--- src/sv/jet_pkg.sv ---
`default_nettype none
// ----------------------------------------------------------------------------
// jet_pkg: shared types, constants and helpers for the Julia escape-time block
// Fixed-point format, register indexes, sequencer states and saturation
// helpers used by the iterator datapath.
// ----------------------------------------------------------------------------
package jet_pkg;

    // Q4.28 signed fixed point, 32 bits wide
    localparam int DATA_W    = 32;
    localparam int FRAC_BITS = 28;
    localparam int PROD_W    = 2 * DATA_W;

    // iteration counter and limit register
    localparam int ITER_BITS = 12;
    localparam int OUT_TDATA_W = ((ITER_BITS + 7) / 8) * 8;

    // |z|^2 >= 4 in the product format (2*FRAC_BITS fraction bits)
    localparam int ESC_SHIFT = 2 + 2 * FRAC_BITS;

    // configuration port
    localparam int CFG_ADDR_W = 3;

    typedef enum logic [CFG_ADDR_W-1:0] {
        REG_X_SCALE  = 3'd0,
        REG_Y_SCALE  = 3'd1,
        REG_OFFSET_X = 3'd2,
        REG_OFFSET_Y = 3'd3,
        REG_C_REAL   = 3'd4,
        REG_C_IMAG   = 3'd5,
        REG_MAX_ITER = 3'd6
    } cfg_reg_t;

    // reset values of the registers
    localparam logic signed [DATA_W-1:0] X_SCALE_RST  = 32'sd1048576;
    localparam logic signed [DATA_W-1:0] Y_SCALE_RST  = 32'sd1048576;
    localparam logic signed [DATA_W-1:0] OFFSET_X_RST = 32'sd536870912;
    localparam logic signed [DATA_W-1:0] OFFSET_Y_RST = 32'sd536870912;
    localparam logic [ITER_BITS-1:0]     MAX_ITER_RST = 12'd100;

    // sequencer states
    typedef enum logic [3:0] {
        ST_IDLE,
        ST_MAP_X,
        ST_MAP_Y,
        ST_FIN_Y,
        ST_SQ_R,
        ST_SQ_I,
        ST_CROSS,
        ST_UPDATE,
        ST_DONE
    } state_t;

    localparam logic signed [PROD_W-1:0] SAT_MAX64 =
        {{(PROD_W-DATA_W+1){1'b0}}, {(DATA_W-1){1'b1}}};
    localparam logic signed [PROD_W-1:0] SAT_MIN64 =
        {{(PROD_W-DATA_W+1){1'b1}}, {(DATA_W-1){1'b0}}};

    // clamp a 64-bit signed value to the 32-bit signed range
    function automatic logic signed [DATA_W-1:0] sat64(input logic signed [PROD_W-1:0] v);
        logic signed [DATA_W-1:0] r;
        if (v > SAT_MAX64) begin
            r = {1'b0, {(DATA_W-1){1'b1}}};
        end else if (v < SAT_MIN64) begin
            r = {1'b1, {(DATA_W-1){1'b0}}};
        end else begin
            r = v[DATA_W-1:0];
        end
        return r;
    endfunction

    // clamp a 33-bit signed difference to the 32-bit signed range
    function automatic logic signed [DATA_W-1:0] sat33(input logic signed [DATA_W:0] v);
        logic signed [DATA_W-1:0] r;
        priority if (v[DATA_W] != v[DATA_W-1]) begin
            r = v[DATA_W] ? {1'b1, {(DATA_W-1){1'b0}}} : {1'b0, {(DATA_W-1){1'b1}}};
        end else begin
            r = v[DATA_W-1:0];
        end
        return r;
    endfunction

endpackage
`default_nettype wire

--- src/sv/julia_escape_time.sv ---
`default_nettype none
// ----------------------------------------------------------------------------
// julia_escape_time: Julia-set escape-time iterator
// Maps a pixel to a Q4.28 start point, iterates z = z^2 + c on one shared
// 32x32 signed multiplier and returns the number of iterations done.
// ----------------------------------------------------------------------------
//  channel  | handshake          | payload
//  ---------+--------------------+------------------------------------------
//  input    | s_tvalid/s_tready  | s_tdata: pixel_x, pixel_y (low bits up)
//  result   | m_tvalid/m_tready  | m_tdata: iteration_count
//  config   | cfg_wr_en          | cfg_addr, cfg_wdata (no read-back)
//
//  The shared multiplier is used for the two mapping products and then three
//  times per iteration (zr^2, zi^2, zr*zi), one product per cycle.
//  s_tready is high only while the sequencer is idle. The result sits in an
//  output register, so a stalled result blocks only the finish of the next
//  item. aresetn is synchronous, active low, and restores register defaults.
// ----------------------------------------------------------------------------
module julia_escape_time #(
    parameter int PIXEL_BITS = 11
) (
    input  wire logic                                   aclk,
    input  wire logic                                   aresetn,
    // input items
    input  wire logic                                   s_tvalid,
    output      logic                                   s_tready,
    // [PIXEL_BITS-1:0] pixel_x, [2*PIXEL_BITS-1:PIXEL_BITS] pixel_y, zero fill
    input  wire logic [((2*PIXEL_BITS+7)/8)*8-1:0]      s_tdata,
    // result items
    output      logic                                   m_tvalid,
    input  wire logic                                   m_tready,
    // [ITER_BITS-1:0] iteration_count, zero fill
    output      logic [jet_pkg::OUT_TDATA_W-1:0]        m_tdata,
    // configuration writes
    input  wire logic                                   cfg_wr_en,
    input  wire logic [jet_pkg::CFG_ADDR_W-1:0]         cfg_addr,
    input  wire logic [jet_pkg::DATA_W-1:0]             cfg_wdata
);

    localparam int DW = jet_pkg::DATA_W;
    localparam int PW = jet_pkg::PROD_W;
    localparam int IB = jet_pkg::ITER_BITS;

    // configuration registers
    logic signed [DW-1:0] x_scale_reg, y_scale_reg, offset_x_reg, offset_y_reg;
    logic signed [DW-1:0] c_real_reg, c_imag_reg;
    logic [IB-1:0]        max_iter_reg;

    // sequencer and datapath
    jet_pkg::state_t      state_reg, state_next;
    logic [PIXEL_BITS-1:0] px_reg, py_reg;
    logic signed [DW-1:0] zr_reg, zi_reg;
    logic signed [PW-1:0] prod_reg;
    logic signed [PW-1:0] sq_r_reg;
    logic signed [PW-1:0] diff_reg;
    logic [IB-1:0]        count_reg;

    // output register
    logic                 out_valid_reg;
    logic [IB-1:0]        out_count_reg;

    logic signed [DW-1:0] mul_a, mul_b;
    logic signed [PW-1:0] mul_p;
    logic signed [DW-1:0] map_sat;
    logic [PW-1:0]        mag;
    logic                 escaped;
    logic                 limit_hit;
    logic                 out_free;
    logic                 load_out;

    // configuration write port
    always_ff @(posedge aclk) begin
        if (!aresetn) begin
            x_scale_reg  <= jet_pkg::X_SCALE_RST;
            y_scale_reg  <= jet_pkg::Y_SCALE_RST;
            offset_x_reg <= jet_pkg::OFFSET_X_RST;
            offset_y_reg <= jet_pkg::OFFSET_Y_RST;
            c_real_reg   <= '0;
            c_imag_reg   <= '0;
            max_iter_reg <= jet_pkg::MAX_ITER_RST;
        end else if (cfg_wr_en) begin
            unique case (cfg_addr)
                jet_pkg::REG_X_SCALE:  x_scale_reg  <= cfg_wdata;
                jet_pkg::REG_Y_SCALE:  y_scale_reg  <= cfg_wdata;
                jet_pkg::REG_OFFSET_X: offset_x_reg <= cfg_wdata;
                jet_pkg::REG_OFFSET_Y: offset_y_reg <= cfg_wdata;
                jet_pkg::REG_C_REAL:   c_real_reg   <= cfg_wdata;
                jet_pkg::REG_C_IMAG:   c_imag_reg   <= cfg_wdata;
                jet_pkg::REG_MAX_ITER: max_iter_reg <= cfg_wdata[IB-1:0];
                default: ;
            endcase
        end
    end

    // shared multiplier operand select
    always_comb begin
        unique case (state_reg)
            jet_pkg::ST_MAP_X: begin
                mul_a = $signed({{(DW-PIXEL_BITS){1'b0}}, px_reg});
                mul_b = x_scale_reg;
            end
            jet_pkg::ST_MAP_Y: begin
                mul_a = $signed({{(DW-PIXEL_BITS){1'b0}}, py_reg});
                mul_b = y_scale_reg;
            end
            jet_pkg::ST_SQ_R: begin
                mul_a = zr_reg;
                mul_b = zr_reg;
            end
            jet_pkg::ST_SQ_I: begin
                mul_a = zi_reg;
                mul_b = zi_reg;
            end
            default: begin
                mul_a = zr_reg;
                mul_b = zi_reg;
            end
        endcase
    end

    assign mul_p = mul_a * mul_b;

    // scaled coordinate clamped to 32 bits before the offset
    assign map_sat = jet_pkg::sat64(prod_reg);

    // |z|^2 = zr^2 + zi^2, both squares non-negative; zi^2 is in prod_reg
    assign mag       = $unsigned(sq_r_reg) + $unsigned(prod_reg);
    assign escaped   = (mag >> jet_pkg::ESC_SHIFT) != '0;
    assign limit_hit = (count_reg == max_iter_reg);
    assign out_free  = !out_valid_reg || m_tready;

    // next state
    always_comb begin
        state_next = state_reg;
        load_out   = 1'b0;
        unique case (state_reg)
            jet_pkg::ST_IDLE:   if (s_tvalid) state_next = jet_pkg::ST_MAP_X;
            jet_pkg::ST_MAP_X:  state_next = jet_pkg::ST_MAP_Y;
            jet_pkg::ST_MAP_Y:  state_next = jet_pkg::ST_FIN_Y;
            jet_pkg::ST_FIN_Y:  state_next = jet_pkg::ST_SQ_R;
            jet_pkg::ST_SQ_R:   state_next = limit_hit ? jet_pkg::ST_DONE : jet_pkg::ST_SQ_I;
            jet_pkg::ST_SQ_I:   state_next = jet_pkg::ST_CROSS;
            jet_pkg::ST_CROSS:  state_next = escaped ? jet_pkg::ST_DONE : jet_pkg::ST_UPDATE;
            jet_pkg::ST_UPDATE: state_next = jet_pkg::ST_SQ_R;
            jet_pkg::ST_DONE: begin
                if (out_free) begin
                    load_out   = 1'b1;
                    state_next = jet_pkg::ST_IDLE;
                end
            end
            default:            state_next = jet_pkg::ST_IDLE;
        endcase
    end

    // state register
    always_ff @(posedge aclk) begin
        if (!aresetn) begin
            state_reg <= jet_pkg::ST_IDLE;
        end else begin
            state_reg <= state_next;
        end
    end

    // datapath
    always_ff @(posedge aclk) begin
        prod_reg <= mul_p;
        unique case (state_reg)
            jet_pkg::ST_IDLE: begin
                px_reg    <= s_tdata[PIXEL_BITS-1:0];
                py_reg    <= s_tdata[2*PIXEL_BITS-1:PIXEL_BITS];
                count_reg <= '0;
            end
            jet_pkg::ST_MAP_Y: begin
                zr_reg <= jet_pkg::sat33($signed({map_sat[DW-1], map_sat})
                                         - $signed({offset_x_reg[DW-1], offset_x_reg}));
            end
            jet_pkg::ST_FIN_Y: begin
                zi_reg <= jet_pkg::sat33($signed({map_sat[DW-1], map_sat})
                                         - $signed({offset_y_reg[DW-1], offset_y_reg}));
            end
            jet_pkg::ST_SQ_I: begin
                sq_r_reg <= prod_reg;
            end
            jet_pkg::ST_CROSS: begin
                // zr^2 - zi^2 in the product format
                diff_reg <= sq_r_reg - prod_reg;
            end
            jet_pkg::ST_UPDATE: begin
                // arithmetic shifts round toward minus infinity
                zr_reg    <= jet_pkg::sat64((diff_reg >>> jet_pkg::FRAC_BITS)
                                            + PW'(c_real_reg));
                zi_reg    <= jet_pkg::sat64((prod_reg >>> (jet_pkg::FRAC_BITS - 1))
                                            + PW'(c_imag_reg));
                count_reg <= count_reg + 1'b1;
            end
            default: ;
        endcase
    end

    // output register
    always_ff @(posedge aclk) begin
        if (!aresetn) begin
            out_valid_reg <= 1'b0;
        end else if (load_out) begin
            out_valid_reg <= 1'b1;
        end else if (m_tready) begin
            out_valid_reg <= 1'b0;
        end
    end

    always_ff @(posedge aclk) begin
        if (load_out) begin
            out_count_reg <= count_reg;
        end
    end

    assign s_tready = (state_reg == jet_pkg::ST_IDLE);
    assign m_tvalid = out_valid_reg;
    assign m_tdata  = {{(jet_pkg::OUT_TDATA_W-IB){1'b0}}, out_count_reg};

endmodule
`default_nettype wire

--- config.mk ---
export PLATFORM = sky130hd
export DESIGN_NAME = julia_escape_time
export DESIGN_NICKNAME = d
export VERILOG_FILES = /design/src/sv/jet_pkg.sv /design/src/sv/julia_escape_time.sv
export SDC_FILE = /design/constraint.sdc
export NUM_CORES = 2
export LEC_CHECK = 0
export BUFFER_PORTS_ARGS = -buffer_cell sky130_fd_sc_hd__buf_2
export CAP_MARGIN = 20
export CORE_MARGIN = 8
export CORE_UTILIZATION = 56
export CTS_CLUSTER_DIAMETER = 80
export DETAILED_ROUTE_END_ITERATION = 7
export GPL_ROUTABILITY_DRIVEN = 0
export GPL_TIMING_DRIVEN = 0
export PLACE_DENSITY = 0.8
export SYNTH_ARGS = -nofsm -noshare
export SYNTH_HDL_FRONTEND = slang
export SYNTH_SLANG_ARGS = --single-unit
--- constraint.sdc ---
create_clock -name aclk -period 13.8 [get_ports aclk]
set_input_delay 2.76 -clock aclk [delete_from_list [all_inputs] [get_ports aclk]]
set_output_delay 2.76 -clock aclk [all_outputs]
set_load 0.1 [all_outputs]
==> out/summary.txt <==
initial core utilization: 0.562
CP max stage delay: 990 ps
post-route cell area: 70600 um2
I/O Buffers: 74
CTS H-tree depth: 2
violated checks: DRC, slew limit
number of global-route vias before repair: 58629
crit-path max FO: 10
P&R area growth vs syn: 6.86%
status: finished, violations left
fin. max-slew vios: 27
Vias: 58694
Clock Path Buffers: 3
DRC: 313
first-pass GRT wire length: 356000 um
Die H: 359 um
#FFs+latches synth: 483
CP max-delay cell: fa_1
GRT Util Overall: 0.364
initial antenna violation count: 16
Final Cycle Share: 0.977
width of the chip: 359 um
worst endpoint data arrival time: 14030 ps
Max Cap Violations: 0
fmax: 74.2 MHz
final wirelength: 240000 um
number of library cell types mapped by synthesis: 95
ys flop type: dfxtp_1
share of cells above drive strength 1: 0.0364
largest net degree at the start of global routing: 39
row cnt: 126
hold slack: 446 ps
fin crit period: 13480 ps
post-synthesis instance total: 7488
HPWL after DPL: 194000 um
final clock skew: 45.0 ps
Mapped Area: 66100 um2
Clock transition at path regs: 70 ps
core area: 118000 um2
total global routing overflow: 0
post-cts resize count: 0
YS warnings: 0
final layout net count: 9249
Die ar.: 129000 um2
DR vias/cell: 6.35
CP Capture Type: register
top cells by area, synth: fa_1 (33%), edfxtp_1 (9.5%), ha_1 (8.4%)
Routed Antenna Nets: 0
hold_buf cts: 0
Slew @ Worst Pin: 1560 ps
per-cell routed wire length: 26.0 um
Clock Tree Root: clkbuf_16
Synth area leader: fa_1
post-CTS setup buffers: 0
Top-Level Pins: 82
total CTS buffers: 51
worst min-delay path category: register to register
post-synthesis async set-or-reset flop share: 0
DRT Pass-1 Iters: 8
Rel. slew slack: -0.0380
sequential-to-total area share from yosys stat: 0.178
DRT iter0 DRCs: 8598
top-area cell type share of the netlist area: 0.329
CTS tree: done
endpoints failing setup: 0
Skew-Pair Late Insertion Delay: 640 ps
Worst setup SP type: register
syn_area_per_cell: 8.82 um2
CTS Sinks: 483
Setup TNS Final: 0 ps
EDFF count, synth: 210
critical path type: register to register
final hold violations: 0
Post-DP Area: 68600 um2
CP Data Required Time: 14350 ps
Worst path most repeated cell: fa_1
RSZ-0062 raised after global routing: no
[layer usage]
layer	up-vias	global-route usage	wire length, um
met2	4932	0.514	95600
li1	24316	-	-
met4	4	0.264	24200
met5	-	0.00188	46
met3	1450	0.188	42200
met1	27992	0.421	78500
[cell usage in the layout (no fill, tap or decap), types with 138 or more instances in the layout]
master / instances
ha_1: 446
inv_1: 1168
xnor2_1: 138
clkbuf_1: 324
nand2_1: 1226
a21boi_0: 209
edfxtp_1: 210
o21ai_0: 151
dfxtp_1: 273
nor2_1: 706
fa_1: 1085
a21oi_1: 256
[worst max-delay path, delay by kind of cell (launching register included)]
family,cells,cell delay (ps)
buf+inv,7,3150
flops,1,350
compound gates,6,1970
xor+xnor,1,180
simple gates,7,2450
fa+ha+maj,9,5250
[cell families after synthesis]
family,share of synthesized area
compound gates,0.134
xor+xnor,0.0312
simple gates,0.155
buf+inv,0.0872
fa+ha+maj,0.414
other cells,0.0000568
mux,0.000455
flops,0.178
[synth_stat cells (7+ instances only)]
cell / count
a211o_1: 22
a211oi_1: 38
a21boi_0: 209
a21o_1: 117
a21oi_1: 256
a221o_1: 9
a221oi_1: 7
a22o_1: 24
a22oi_1: 129
a311oi_1: 9
a31oi_1: 29
and2_1: 21
and3_1: 23
and4_1: 11
buf_1: 8
buf_2: 16
clkbuf_1: 318
dfxtp_1: 273
edfxtp_1: 210
fa_1: 1086
ha_1: 446
inv_1: 1167
nand2_1: 1226
nand2b_1: 63
nand3_1: 109
nand4_1: 42
nor2_1: 708
nor2b_1: 47
nor3_1: 60
nor3b_1: 10
nor4_1: 24
o211ai_1: 36
o21a_1: 73
o21ai_0: 154
o21ai_1: 42
o21bai_1: 43
o22ai_1: 8
o31a_1: 7
o31ai_1: 14
or2_2: 18
or3_1: 17
or4_1: 9
xnor2_1: 138
xor2_1: 97
[per-stage QoR]
| step | std cells | utilization | worst slack (ps) |
|---|---|---|---|
| final | 9247 | 0.600 | 316 |
| after global routing | 9232 | 0.600 | 118 |
| after CTS | 9220 | 0.599 | 1130 |
| after detailed placement | 9124 | 0.584 | 1190 |
| after global placement | 9101 | 0.581 | -2050 |
| after floorplan | 7491 | - | 2680 |
[worst paths after layout]
path | start | end | slack (ps) | cells after the start
worst max-delay path | state_reg[1] | prod_reg[63] | 320 | 30
worst min-delay path | count_reg[4] | out_count_reg[4] | 450 | 0
worst max register to register | state_reg[1] | prod_reg[63] | 320 | 30
worst min register to register | count_reg[4] | out_count_reg[4] | 450 | 0
[layout make-up]
cell class                      instances  area, um2
Clock inverter                         28        307
Timing Repair Buffer                  109        753
Inverter                             1168       4380
Fill cell                            9746      47000
Sequential cell                       483      11800
Buffer                                350       1380
Clock buffer                           68       1480
Antenna cell                           15       37.5
Tap cell                             1536       1920
Multi-Input combinational cell       5490      48600
Power is not shown: default switching activity piles up to over one toggle a cycle in this logic, so the estimate is an artifact.
